===== src/sv/pcl_pkg.sv =====
// Package for the PI current loop: configuration record, sequencer states,
// register indexes and fixed constants. No dependencies.
`default_nettype none

package pcl_pkg;

    localparam int CFG_IDX_W  = 3;
    localparam int CFG_DATA_W = 24;

    // Shared multiplier operand and product widths
    localparam int MUL_A_W = 26;
    localparam int MUL_B_W = 18;
    localparam int MUL_P_W = MUL_A_W + MUL_B_W;

    // Q24 unity
    localparam logic signed [MUL_P_W-1:0] Q_ONE = MUL_P_W'(1) <<< 24;

    typedef enum logic [CFG_IDX_W-1:0] {
        REG_INIT_REF  = 3'd0,
        REG_PROP_GAIN = 3'd1,
        REG_INTEG_GAIN = 3'd2,
        REG_INTEG_LIM = 3'd3,
        REG_FLIP_PER  = 3'd4,
        REG_RUN_LEN   = 3'd5,
        REG_PWM_WRAP  = 3'd6
    } t_reg_idx;

    localparam logic signed [15:0] RST_INIT_REF   = 16'sd200;
    localparam logic [23:0]        RST_PROP_GAIN  = 24'd16777;
    localparam logic [23:0]        RST_INTEG_GAIN = 24'd168;
    localparam logic [14:0]        RST_INTEG_LIM  = 15'd5000;
    localparam logic [15:0]        RST_FLIP_PER   = 16'd14;
    localparam logic [15:0]        RST_RUN_LEN    = 16'd784;
    localparam logic [15:0]        RST_PWM_WRAP   = 16'd6249;

    typedef struct packed {
        logic signed [15:0] initial_reference;
        logic [23:0]        prop_gain;
        logic [23:0]        integ_gain;
        logic [14:0]        integral_limit;
        logic [15:0]        flip_period;
        logic [15:0]        run_length;
        logic [15:0]        pwm_wrap;
    } t_cfg;

    typedef enum logic [7:0] {
        ST_IDLE = 8'b0000_0001,
        ST_ERR  = 8'b0000_0010,
        ST_MP   = 8'b0000_0100,
        ST_MI   = 8'b0000_1000,
        ST_ACC  = 8'b0001_0000,
        ST_SAT  = 8'b0010_0000,
        ST_SCL  = 8'b0100_0000,
        ST_OUT  = 8'b1000_0000
    } t_state;

endpackage

`default_nettype wire


===== src/sv/pcl_mul.sv =====
// Shared signed multiplier with registered product, used for both gain
// products and the PWM level scaling. Uses pcl_pkg widths.
`default_nettype none

module pcl_mul (
    input  wire logic                                 i_clk,
    input  wire logic signed [pcl_pkg::MUL_A_W-1:0]   i_a,
    input  wire logic signed [pcl_pkg::MUL_B_W-1:0]   i_b,
    output logic signed [pcl_pkg::MUL_P_W-1:0]        o_p
);

    logic signed [pcl_pkg::MUL_P_W-1:0] r_p;

    always_ff @(posedge i_clk) begin
        r_p <= pcl_pkg::MUL_P_W'(i_a) * pcl_pkg::MUL_P_W'(i_b);
    end

    assign o_p = r_p;

endmodule

`default_nettype wire


===== src/sv/pcl_cfg.sv =====
// Configuration register file of the PI current loop, write-only port.
// Depends on pcl_pkg for the register indexes and reset values.
`default_nettype none

module pcl_cfg (
    input  wire logic                              i_clk,
    input  wire logic                              i_rst_n,
    input  wire logic                              i_cfg_we,
    input  wire logic [pcl_pkg::CFG_IDX_W-1:0]     i_cfg_idx,
    input  wire logic [pcl_pkg::CFG_DATA_W-1:0]    i_cfg_data,
    output pcl_pkg::t_cfg                          o_cfg
);

    pcl_pkg::t_cfg r_cfg;

    always_ff @(posedge i_clk) begin
        if (!i_rst_n) begin
            r_cfg.initial_reference <= pcl_pkg::RST_INIT_REF;
            r_cfg.prop_gain         <= pcl_pkg::RST_PROP_GAIN;
            r_cfg.integ_gain        <= pcl_pkg::RST_INTEG_GAIN;
            r_cfg.integral_limit    <= pcl_pkg::RST_INTEG_LIM;
            r_cfg.flip_period       <= pcl_pkg::RST_FLIP_PER;
            r_cfg.run_length        <= pcl_pkg::RST_RUN_LEN;
            r_cfg.pwm_wrap          <= pcl_pkg::RST_PWM_WRAP;
        end else if (i_cfg_we) begin
            unique case (pcl_pkg::t_reg_idx'(i_cfg_idx))
                pcl_pkg::REG_INIT_REF:   r_cfg.initial_reference <= i_cfg_data[15:0];
                pcl_pkg::REG_PROP_GAIN:  r_cfg.prop_gain <= i_cfg_data[23:0];
                pcl_pkg::REG_INTEG_GAIN: r_cfg.integ_gain <= i_cfg_data[23:0];
                pcl_pkg::REG_INTEG_LIM:  r_cfg.integral_limit <= i_cfg_data[14:0];
                pcl_pkg::REG_FLIP_PER:   r_cfg.flip_period <= i_cfg_data[15:0];
                pcl_pkg::REG_RUN_LEN:    r_cfg.run_length <= i_cfg_data[15:0];
                pcl_pkg::REG_PWM_WRAP:   r_cfg.pwm_wrap <= i_cfg_data[15:0];
                default: ;
            endcase
        end
    end

    assign o_cfg = r_cfg;

endmodule

`default_nettype wire


===== src/sv/pi_current_loop_hbridge_pwm.sv =====
// PI current loop: a running tick is taken in ST_IDLE, passes through ST_ERR, ST_MP, ST_MI,
// ST_ACC, ST_SAT, ST_SCL and ST_OUT, and its result beat is then offered; no new tick is
// taken before the sequencer is back in ST_IDLE. Three passes go through the single 26x18
// multiplier (proportional term, integral term, level scaling). Start beats and ticks while
// stopped give no beat. The output register frees the input side while a beat waits.
// Synchronous active-low reset: stopped, reference = initial_reference, counts cleared.
`default_nettype none

module pi_current_loop_hbridge_pwm (
    input  wire logic                              i_clk,
    input  wire logic                              i_rst_n,
    // configuration
    input  wire logic                              i_cfg_we,
    input  wire logic [pcl_pkg::CFG_IDX_W-1:0]     i_cfg_idx,
    input  wire logic [pcl_pkg::CFG_DATA_W-1:0]    i_cfg_data,
    // input stream
    input  wire logic                              i_s_tvalid,
    output logic                                   o_s_tready,
    input  wire logic [15:0]                       i_s_tdata,  // [15:0] measured_current
    input  wire logic                              i_s_tuser,  // [0] kind
    // result stream
    output logic                                   o_m_tvalid,
    input  wire logic                              i_m_tready,
    output logic [47:0]                            o_m_tdata,  // [15:0] level_a,
                                                               // [31:16] level_b,
                                                               // [47:32] reference_used
    output logic                                   o_m_tlast   // run_done
);

    localparam int AW = pcl_pkg::MUL_A_W;
    localparam int BW = pcl_pkg::MUL_B_W;
    localparam int PW = pcl_pkg::MUL_P_W;

    pcl_pkg::t_cfg   cfg;
    pcl_pkg::t_state r_state;

    logic               r_running;
    logic signed [15:0] r_ref;
    logic signed [15:0] r_esum;
    logic [15:0]        r_flip;
    logic [15:0]        r_samp;
    logic signed [15:0] r_meas;
    logic signed [15:0] r_used;
    logic signed [16:0] r_err;
    logic signed [15:0] r_sum;
    logic               r_done;
    logic signed [PW-1:0] r_acc;
    logic [24:0]        r_mag;
    logic               r_pos;
    logic               r_neg;

    logic        r_ovalid;
    logic [15:0] r_la;
    logic [15:0] r_lb;
    logic [15:0] r_oref;
    logic        r_olast;

    logic signed [AW-1:0] mul_a;
    logic signed [BW-1:0] mul_b;
    logic signed [PW-1:0] mul_p;

    logic signed [16:0] err;
    logic signed [17:0] sum_raw;
    logic signed [17:0] lim;
    logic signed [15:0] sum_clamp;
    logic [15:0]        samp_next;
    logic [15:0]        flip_inc;
    logic               flip_hit;
    logic               brake;
    logic signed [15:0] ref_neg;
    logic signed [PW-1:0] acc_abs;
    logic [15:0]        scaled;
    logic               beat_in;
    logic               out_free;

    pcl_cfg u_cfg (
        .i_clk      (i_clk),
        .i_rst_n    (i_rst_n),
        .i_cfg_we   (i_cfg_we),
        .i_cfg_idx  (i_cfg_idx),
        .i_cfg_data (i_cfg_data),
        .o_cfg      (cfg)
    );

    pcl_mul u_mul (
        .i_clk (i_clk),
        .i_a   (mul_a),
        .i_b   (mul_b),
        .o_p   (mul_p)
    );

    // Operand select; the scaling operands are the default so the product
    // holds steady while the result waits in ST_OUT.
    always_comb begin
        unique case (r_state)
            pcl_pkg::ST_MP: begin
                mul_a = AW'({1'b0, cfg.prop_gain});
                mul_b = BW'(r_err);
            end
            pcl_pkg::ST_MI: begin
                mul_a = AW'({1'b0, cfg.integ_gain});
                mul_b = BW'(r_sum);
            end
            default: begin
                mul_a = AW'({1'b0, r_mag});
                mul_b = BW'({1'b0, cfg.pwm_wrap});
            end
        endcase
    end

    // Error, clamped integral and run bookkeeping
    always_comb begin
        err     = 17'(r_ref) - 17'(r_meas);
        sum_raw = 18'(r_esum) + 18'(err);
        lim     = 18'({1'b0, cfg.integral_limit});
        priority if (sum_raw > lim)
            sum_clamp = 16'(lim);
        else if (sum_raw < -lim)
            sum_clamp = 16'(-lim);
        else
            sum_clamp = 16'(sum_raw);
        samp_next = (r_samp < cfg.run_length) ? r_samp + 16'd1 : r_samp;
        flip_inc  = r_flip + 16'd1;
        flip_hit  = flip_inc >= cfg.flip_period;
        brake     = samp_next >= cfg.run_length;
        ref_neg   = (r_ref == 16'sh8000) ? 16'sh7fff : -r_ref;
    end

    assign acc_abs  = r_acc[PW-1] ? -r_acc : r_acc;
    assign scaled   = mul_p[39:24];
    assign beat_in  = i_s_tvalid && o_s_tready;
    assign out_free = !r_ovalid || i_m_tready;

    always_ff @(posedge i_clk) begin
        if (!i_rst_n) begin
            r_state   <= pcl_pkg::ST_IDLE;
            r_running <= 1'b0;
            r_ref     <= pcl_pkg::RST_INIT_REF;
            r_esum    <= '0;
            r_flip    <= '0;
            r_samp    <= '0;
            r_ovalid  <= 1'b0;
        end else begin
            if (r_state == pcl_pkg::ST_OUT && out_free)
                r_ovalid <= 1'b1;
            else if (i_m_tready)
                r_ovalid <= 1'b0;
            unique case (r_state)
                pcl_pkg::ST_IDLE: begin
                    if (beat_in) begin
                        if (!i_s_tuser) begin
                            r_running <= 1'b1;
                            r_ref     <= cfg.initial_reference;
                            r_samp    <= '0;
                            r_esum    <= '0;
                        end else if (r_running) begin
                            r_state <= pcl_pkg::ST_ERR;
                        end
                    end
                end
                pcl_pkg::ST_ERR: begin
                    r_samp <= samp_next;
                    r_flip <= flip_hit ? 16'd0 : flip_inc;
                    if (flip_hit)
                        r_ref <= ref_neg;
                    r_esum <= (flip_hit || brake) ? 16'sd0 : sum_clamp;
                    if (brake)
                        r_running <= 1'b0;
                    r_state <= pcl_pkg::ST_MP;
                end
                pcl_pkg::ST_MP:  r_state <= pcl_pkg::ST_MI;
                pcl_pkg::ST_MI:  r_state <= pcl_pkg::ST_ACC;
                pcl_pkg::ST_ACC: r_state <= pcl_pkg::ST_SAT;
                pcl_pkg::ST_SAT: r_state <= pcl_pkg::ST_SCL;
                pcl_pkg::ST_SCL: r_state <= pcl_pkg::ST_OUT;
                pcl_pkg::ST_OUT: begin
                    if (out_free)
                        r_state <= pcl_pkg::ST_IDLE;
                end
                default: r_state <= pcl_pkg::ST_IDLE;
            endcase
        end
    end

    // Datapath registers, no reset
    always_ff @(posedge i_clk) begin
        if (r_state == pcl_pkg::ST_IDLE && beat_in) begin
            r_meas <= i_s_tdata;
            r_used <= r_ref;
        end
        if (r_state == pcl_pkg::ST_ERR) begin
            r_err  <= err;
            r_sum  <= sum_clamp;
            r_done <= brake;
        end
        if (r_state == pcl_pkg::ST_MI)
            r_acc <= mul_p;
        if (r_state == pcl_pkg::ST_ACC)
            r_acc <= r_acc + mul_p;
        if (r_state == pcl_pkg::ST_SAT) begin
            priority if (r_acc > pcl_pkg::Q_ONE) begin
                r_mag <= 25'h100_0000;
                r_pos <= 1'b1;
                r_neg <= 1'b0;
            end else if (r_acc < -pcl_pkg::Q_ONE) begin
                r_mag <= 25'h100_0000;
                r_pos <= 1'b0;
                r_neg <= 1'b1;
            end else begin
                r_mag <= acc_abs[24:0];
                r_pos <= (r_acc > 0);
                r_neg <= r_acc[PW-1];
            end
        end
        if (r_state == pcl_pkg::ST_OUT && out_free) begin
            r_la    <= (r_done || !r_pos) ? cfg.pwm_wrap : scaled;
            r_lb    <= (r_done || !r_neg) ? cfg.pwm_wrap : scaled;
            r_oref  <= r_used;
            r_olast <= r_done;
        end
    end

    assign o_s_tready = (r_state == pcl_pkg::ST_IDLE);
    assign o_m_tvalid = r_ovalid;
    assign o_m_tdata  = {r_oref, r_lb, r_la};
    assign o_m_tlast  = r_olast;

endmodule

`default_nettype wire


===== config.mk =====
export PLATFORM = sky130hd
export DESIGN_NAME = pi_current_loop_hbridge_pwm
export DESIGN_NICKNAME = d
export VERILOG_FILES = /design/src/sv/pcl_pkg.sv /design/src/sv/pcl_mul.sv /design/src/sv/pcl_cfg.sv /design/src/sv/pi_current_loop_hbridge_pwm.sv
export SDC_FILE = /design/constraint.sdc
export NUM_CORES = 2
export LEC_CHECK = 0
export ABC_CLOCK_PERIOD_IN_PS = 9000
export BUFFER_PORTS_ARGS = -buffer_cell sky130_fd_sc_hd__clkbuf_2
export CAP_MARGIN = 20
export CORE_UTILIZATION = 40
export CTS_CLUSTER_SIZE = 10
export DETAILED_ROUTE_END_ITERATION = 7
export PLACE_DENSITY = 0.58
export SYNTH_ARGS = -nofsm -noshare
export SYNTH_HDL_FRONTEND = slang
export SYNTH_SLANG_ARGS = --single-unit
export TNS_END_PERCENT = 100

===== constraint.sdc =====
create_clock -name i_clk -period 9 [get_ports i_clk]
set_clock_uncertainty 0.2 [all_clocks]
set_input_delay 0.9 -clock i_clk [delete_from_list [all_inputs] [get_ports i_clk]]
set_output_delay 0.9 -clock i_clk [all_outputs]
set_load 0.03 [all_outputs]

==> impl_results.md <==
* DRC at 0
* Buffers & Inverters on Critical Path at 3
* Leading cell type in the layout, fill and taps excluded: nand2_1
* Slowest cell on the critical path: a221oi_1
* CTS buffer count at 51
* Congestion Overflow GR at 0
* Max Clk Rate at 0.1172 GHz
* Compound-gate portion of the synthesized area at 13.26%
* CTS Hold Bufs at 0
* Die Y-Extent at 308.8 um
* Arr. time, crit path at 8870 ps
* P per Cell Area at 136.2 nW/um^2
* Sw Share at 32.85%
* Resized cells post-CTS at 0
* WS Path Type: flip-flop to flip-flop
* Initial Util at 40.33%
* Largest family of logic cells by synthesized area: adder cells
* Clock power share at 34.8%
* Via count at 30350
* Status: finished clean
* Post-Synth XOR/XNOR Area at 3.769%
* Post-route ant nets at 0
* Worst Hold Class: flip-flop to flip-flop
* CP Data Required Time at 9340 ps
* Synth Area in Adders at 29.99%
* CTS tree: yes
* Syn Nets at 4972
* Vias per cell at 5.377
* Setup crit start kind: flip-flop
* Flop pwr share at 41.7%
* Post-synth ARST share at 0%
* Synthesized cell area at 37640 um^2
* Global Route Usage Sum at 24.57%
* # port buffers at 99
* Syn. warnings at 0
* Clock Tree Buf Depth at 3
* Top Ports at 100
* Max Cap Violations at 0
* Clock Sinks at 431
* Post-DP HPWL at 92.23 mm
* Int Power at 3816 uW
* Largest net degree at the start of global routing at 87
* Vias in the first global route at 28900
* Root Buffer Master: clkbuf_16
* CP endpoint kind: flip-flop
* Worst skew pair latency at 640 ps
* Combinational Power Share at 23.4%
* Leak at 0.01846 uW
* # fillers at 9270
* Die area at 95340 um^2
* Placer congestion estimate at 0.9776
* Worst Path Max Fanout at 15
* Post-DR wirelength/cell at 20.84 um
* Setup TNS at 0 ps
* Family with the most delay on the worst path: adder cells
* Core Region at 93330 um^2
* Number of setup buffers added after CTS at 0
* Fraction of synthesized area in multiplexers at 1.320%
* Yosys top cell area share at 19.73%
* Primary FF master, synth: dfxtp_1
* Worst Max-Slew Pin Slew at 1145 ps
* First-pass GRT wire length at 175.8 mm
* Nets at 5073
* Row Count at 112
* Slew HR at 23.38%
* Clock slew at reported path FFs at 60 ps
* Finish-stage setup viols at 0
* Largest stage delay on the critical path at 620 ps
* Initial antenna violation count at 7
* Die Width at 308.8 um
* H-tree lvl count at 2
* Synthesis-to-layout area growth at 10.82%
* Final hold viol count at 0
* Ranking of synthesized cells by area: fa_1, edfxtp_1, dfxtp_1, ha_1, nand2_1
* Yosys top cell by area: fa_1
* Area post-placement at 40080 um^2
* Commonest cells after routing, fill and taps aside: nand2_1, inv_1, fa_1
* Fin. max-slew vios at 0
* Mapped Cells at 4244
* Fin crit share at 94.79%
* Sequential fraction of the synthesis area at 27.87%
* Multi-input gate area at 24320 um^2
* Final wirelength at 117.6 mm
* IR drop worst, VDD at 0.0001559 V
* Synth Register Bits at 431
* TritonRoute pass-1 iters at 6
* Most used cell, CP: fa_1
* Post-Layout Inst Area at 41720 um^2
* DR iter-0 viols at 2478
* Register Area at 10490 um^2
* Average instance area after synthesis at 8.870 um^2
* Simple-gate share of the synthesized area at 15.96%
* RSZ-0062 raised after global routing: no
* Share of cells above drive strength 1 at 8.440%
* P_sw at 1867 uW
* Post-synth EDFFs at 186
* Fin crit period at 8531 ps
* Number of distinct library cells after synthesis at 79
==> metrics by stage <==
| stage | cells | hold slack, ps | util [%] | setup slack, ps | power, uW |
|---|---|---|---|---|---|
| 2_1_floorplan | 4244 | 200.3 | - | 361.3 | 3267 |
| 4_1_cts | 5636 | 211.0 | 44.61 | 88.61 | 5692 |
| 3_3_place_gp | 5544 | 203.1 | 42.95 | 207.3 | 3708 |
| 6_report | 5645 | 215.6 | 44.70 | 469.2 | 5682 |
| 3_5_place_dp | 5544 | 204.5 | 42.95 | 160.2 | 3707 |
| 5_1_grt | 5638 | 223.7 | 44.68 | 27.17 | 5955 |
==> routing by layer <==
layer | vias to the layer above | track usage [%] | wire length [um]
met5 | - | 0 | 38
met4 | 6 | 8.712 | 4151
met3 | 167 | 5.275 | 9854
met2 | 1012 | 36.97 | 51170
met1 | 14880 | 34.68 | 52430
li1 | 14290 | - | -
==> cell families after synthesis <==
family / Yosys count
xor+xnor: 162
flops: 431
buf+inv: 778
simple gates: 1371
fa+ha+maj: 680
compound gates: 776
mux: 45
other cells: 1
==> power by group through the flow <==
| stage | clock [uW] | combinational, uW | sequential [uW] |
|---|---|---|---|
| after CTS | 2010 | 1320 | 2360 |
| after floorplan | 0 | 987 | 2280 |
| after global routing | 2090 | 1490 | 2380 |
| after detailed placement | 0 | 1310 | 2400 |
| final | 1980 | 1330 | 2370 |
| after global placement | 0 | 1300 | 2400 |
==> path summary, 6_finish.rpt <==
path | endpoint | cells past startpoint | slack, ps | from
worst min register to register | r_oref[4] | 0 | 220 | r_used[4]
worst max register to register | u_mul.o_p[40] | 28 | 470 | r_state[7]
worst min-delay path | r_oref[4] | 0 | 220 | r_used[4]
worst max-delay path | u_mul.o_p[40] | 28 | 470 | r_state[7]
==> cell type report <==
type                    instances  share of cell area, %
repair buffers                225                  3.611
inverters                     601                  5.414
well taps                    1254                  3.761
clock buffers                  85                  3.485
multi-input cells            3035                  58.30
flip-flops and latches        431                  25.15
clock inverters                 7                 0.2370
diodes                          7                0.04199
==> registers in the layout, summed over array words and instances (netlist names), 8 cells and up <==
signal / count
u_cfg.o_cfg: 127
r_acc: 44
u_mul.o_p: 44
r_mag: 25
r_err: 17
r_esum: 16
r_flip: 16
r_la: 16
r_lb: 16
r_meas: 16
r_oref: 16
r_ref: 16
r_samp: 16
r_sum: 16
r_used: 16
r_state: 8
==> synthesized netlist by cell type (all sizes together) (14+ instances only) <==
| library cell | n |
|---|---|
| a31oi | 24 |
| xor2 | 69 |
| nor2b | 36 |
| and2 | 49 |
| xnor2 | 93 |
| nand4 | 22 |
| or3 | 20 |
| mux2 | 37 |
| nor3b | 14 |
| and3 | 32 |
| o21ai | 171 |
| ha | 308 |
| nor4 | 14 |
| dfxtp | 245 |
| o21bai | 17 |
| nand2 | 656 |
| a21o | 59 |
| inv | 598 |
| edfxtp | 186 |
| a221o | 43 |
| o21a | 21 |
| fa | 371 |
| nand3 | 70 |
| a221oi | 46 |
| nor3 | 40 |
| nor2 | 354 |
| o31ai | 22 |
| o211ai | 19 |
| clkbuf | 165 |
| a21oi | 261 |
| nand2b | 32 |
No activity file was read; power rests on OpenSTA's default activity.
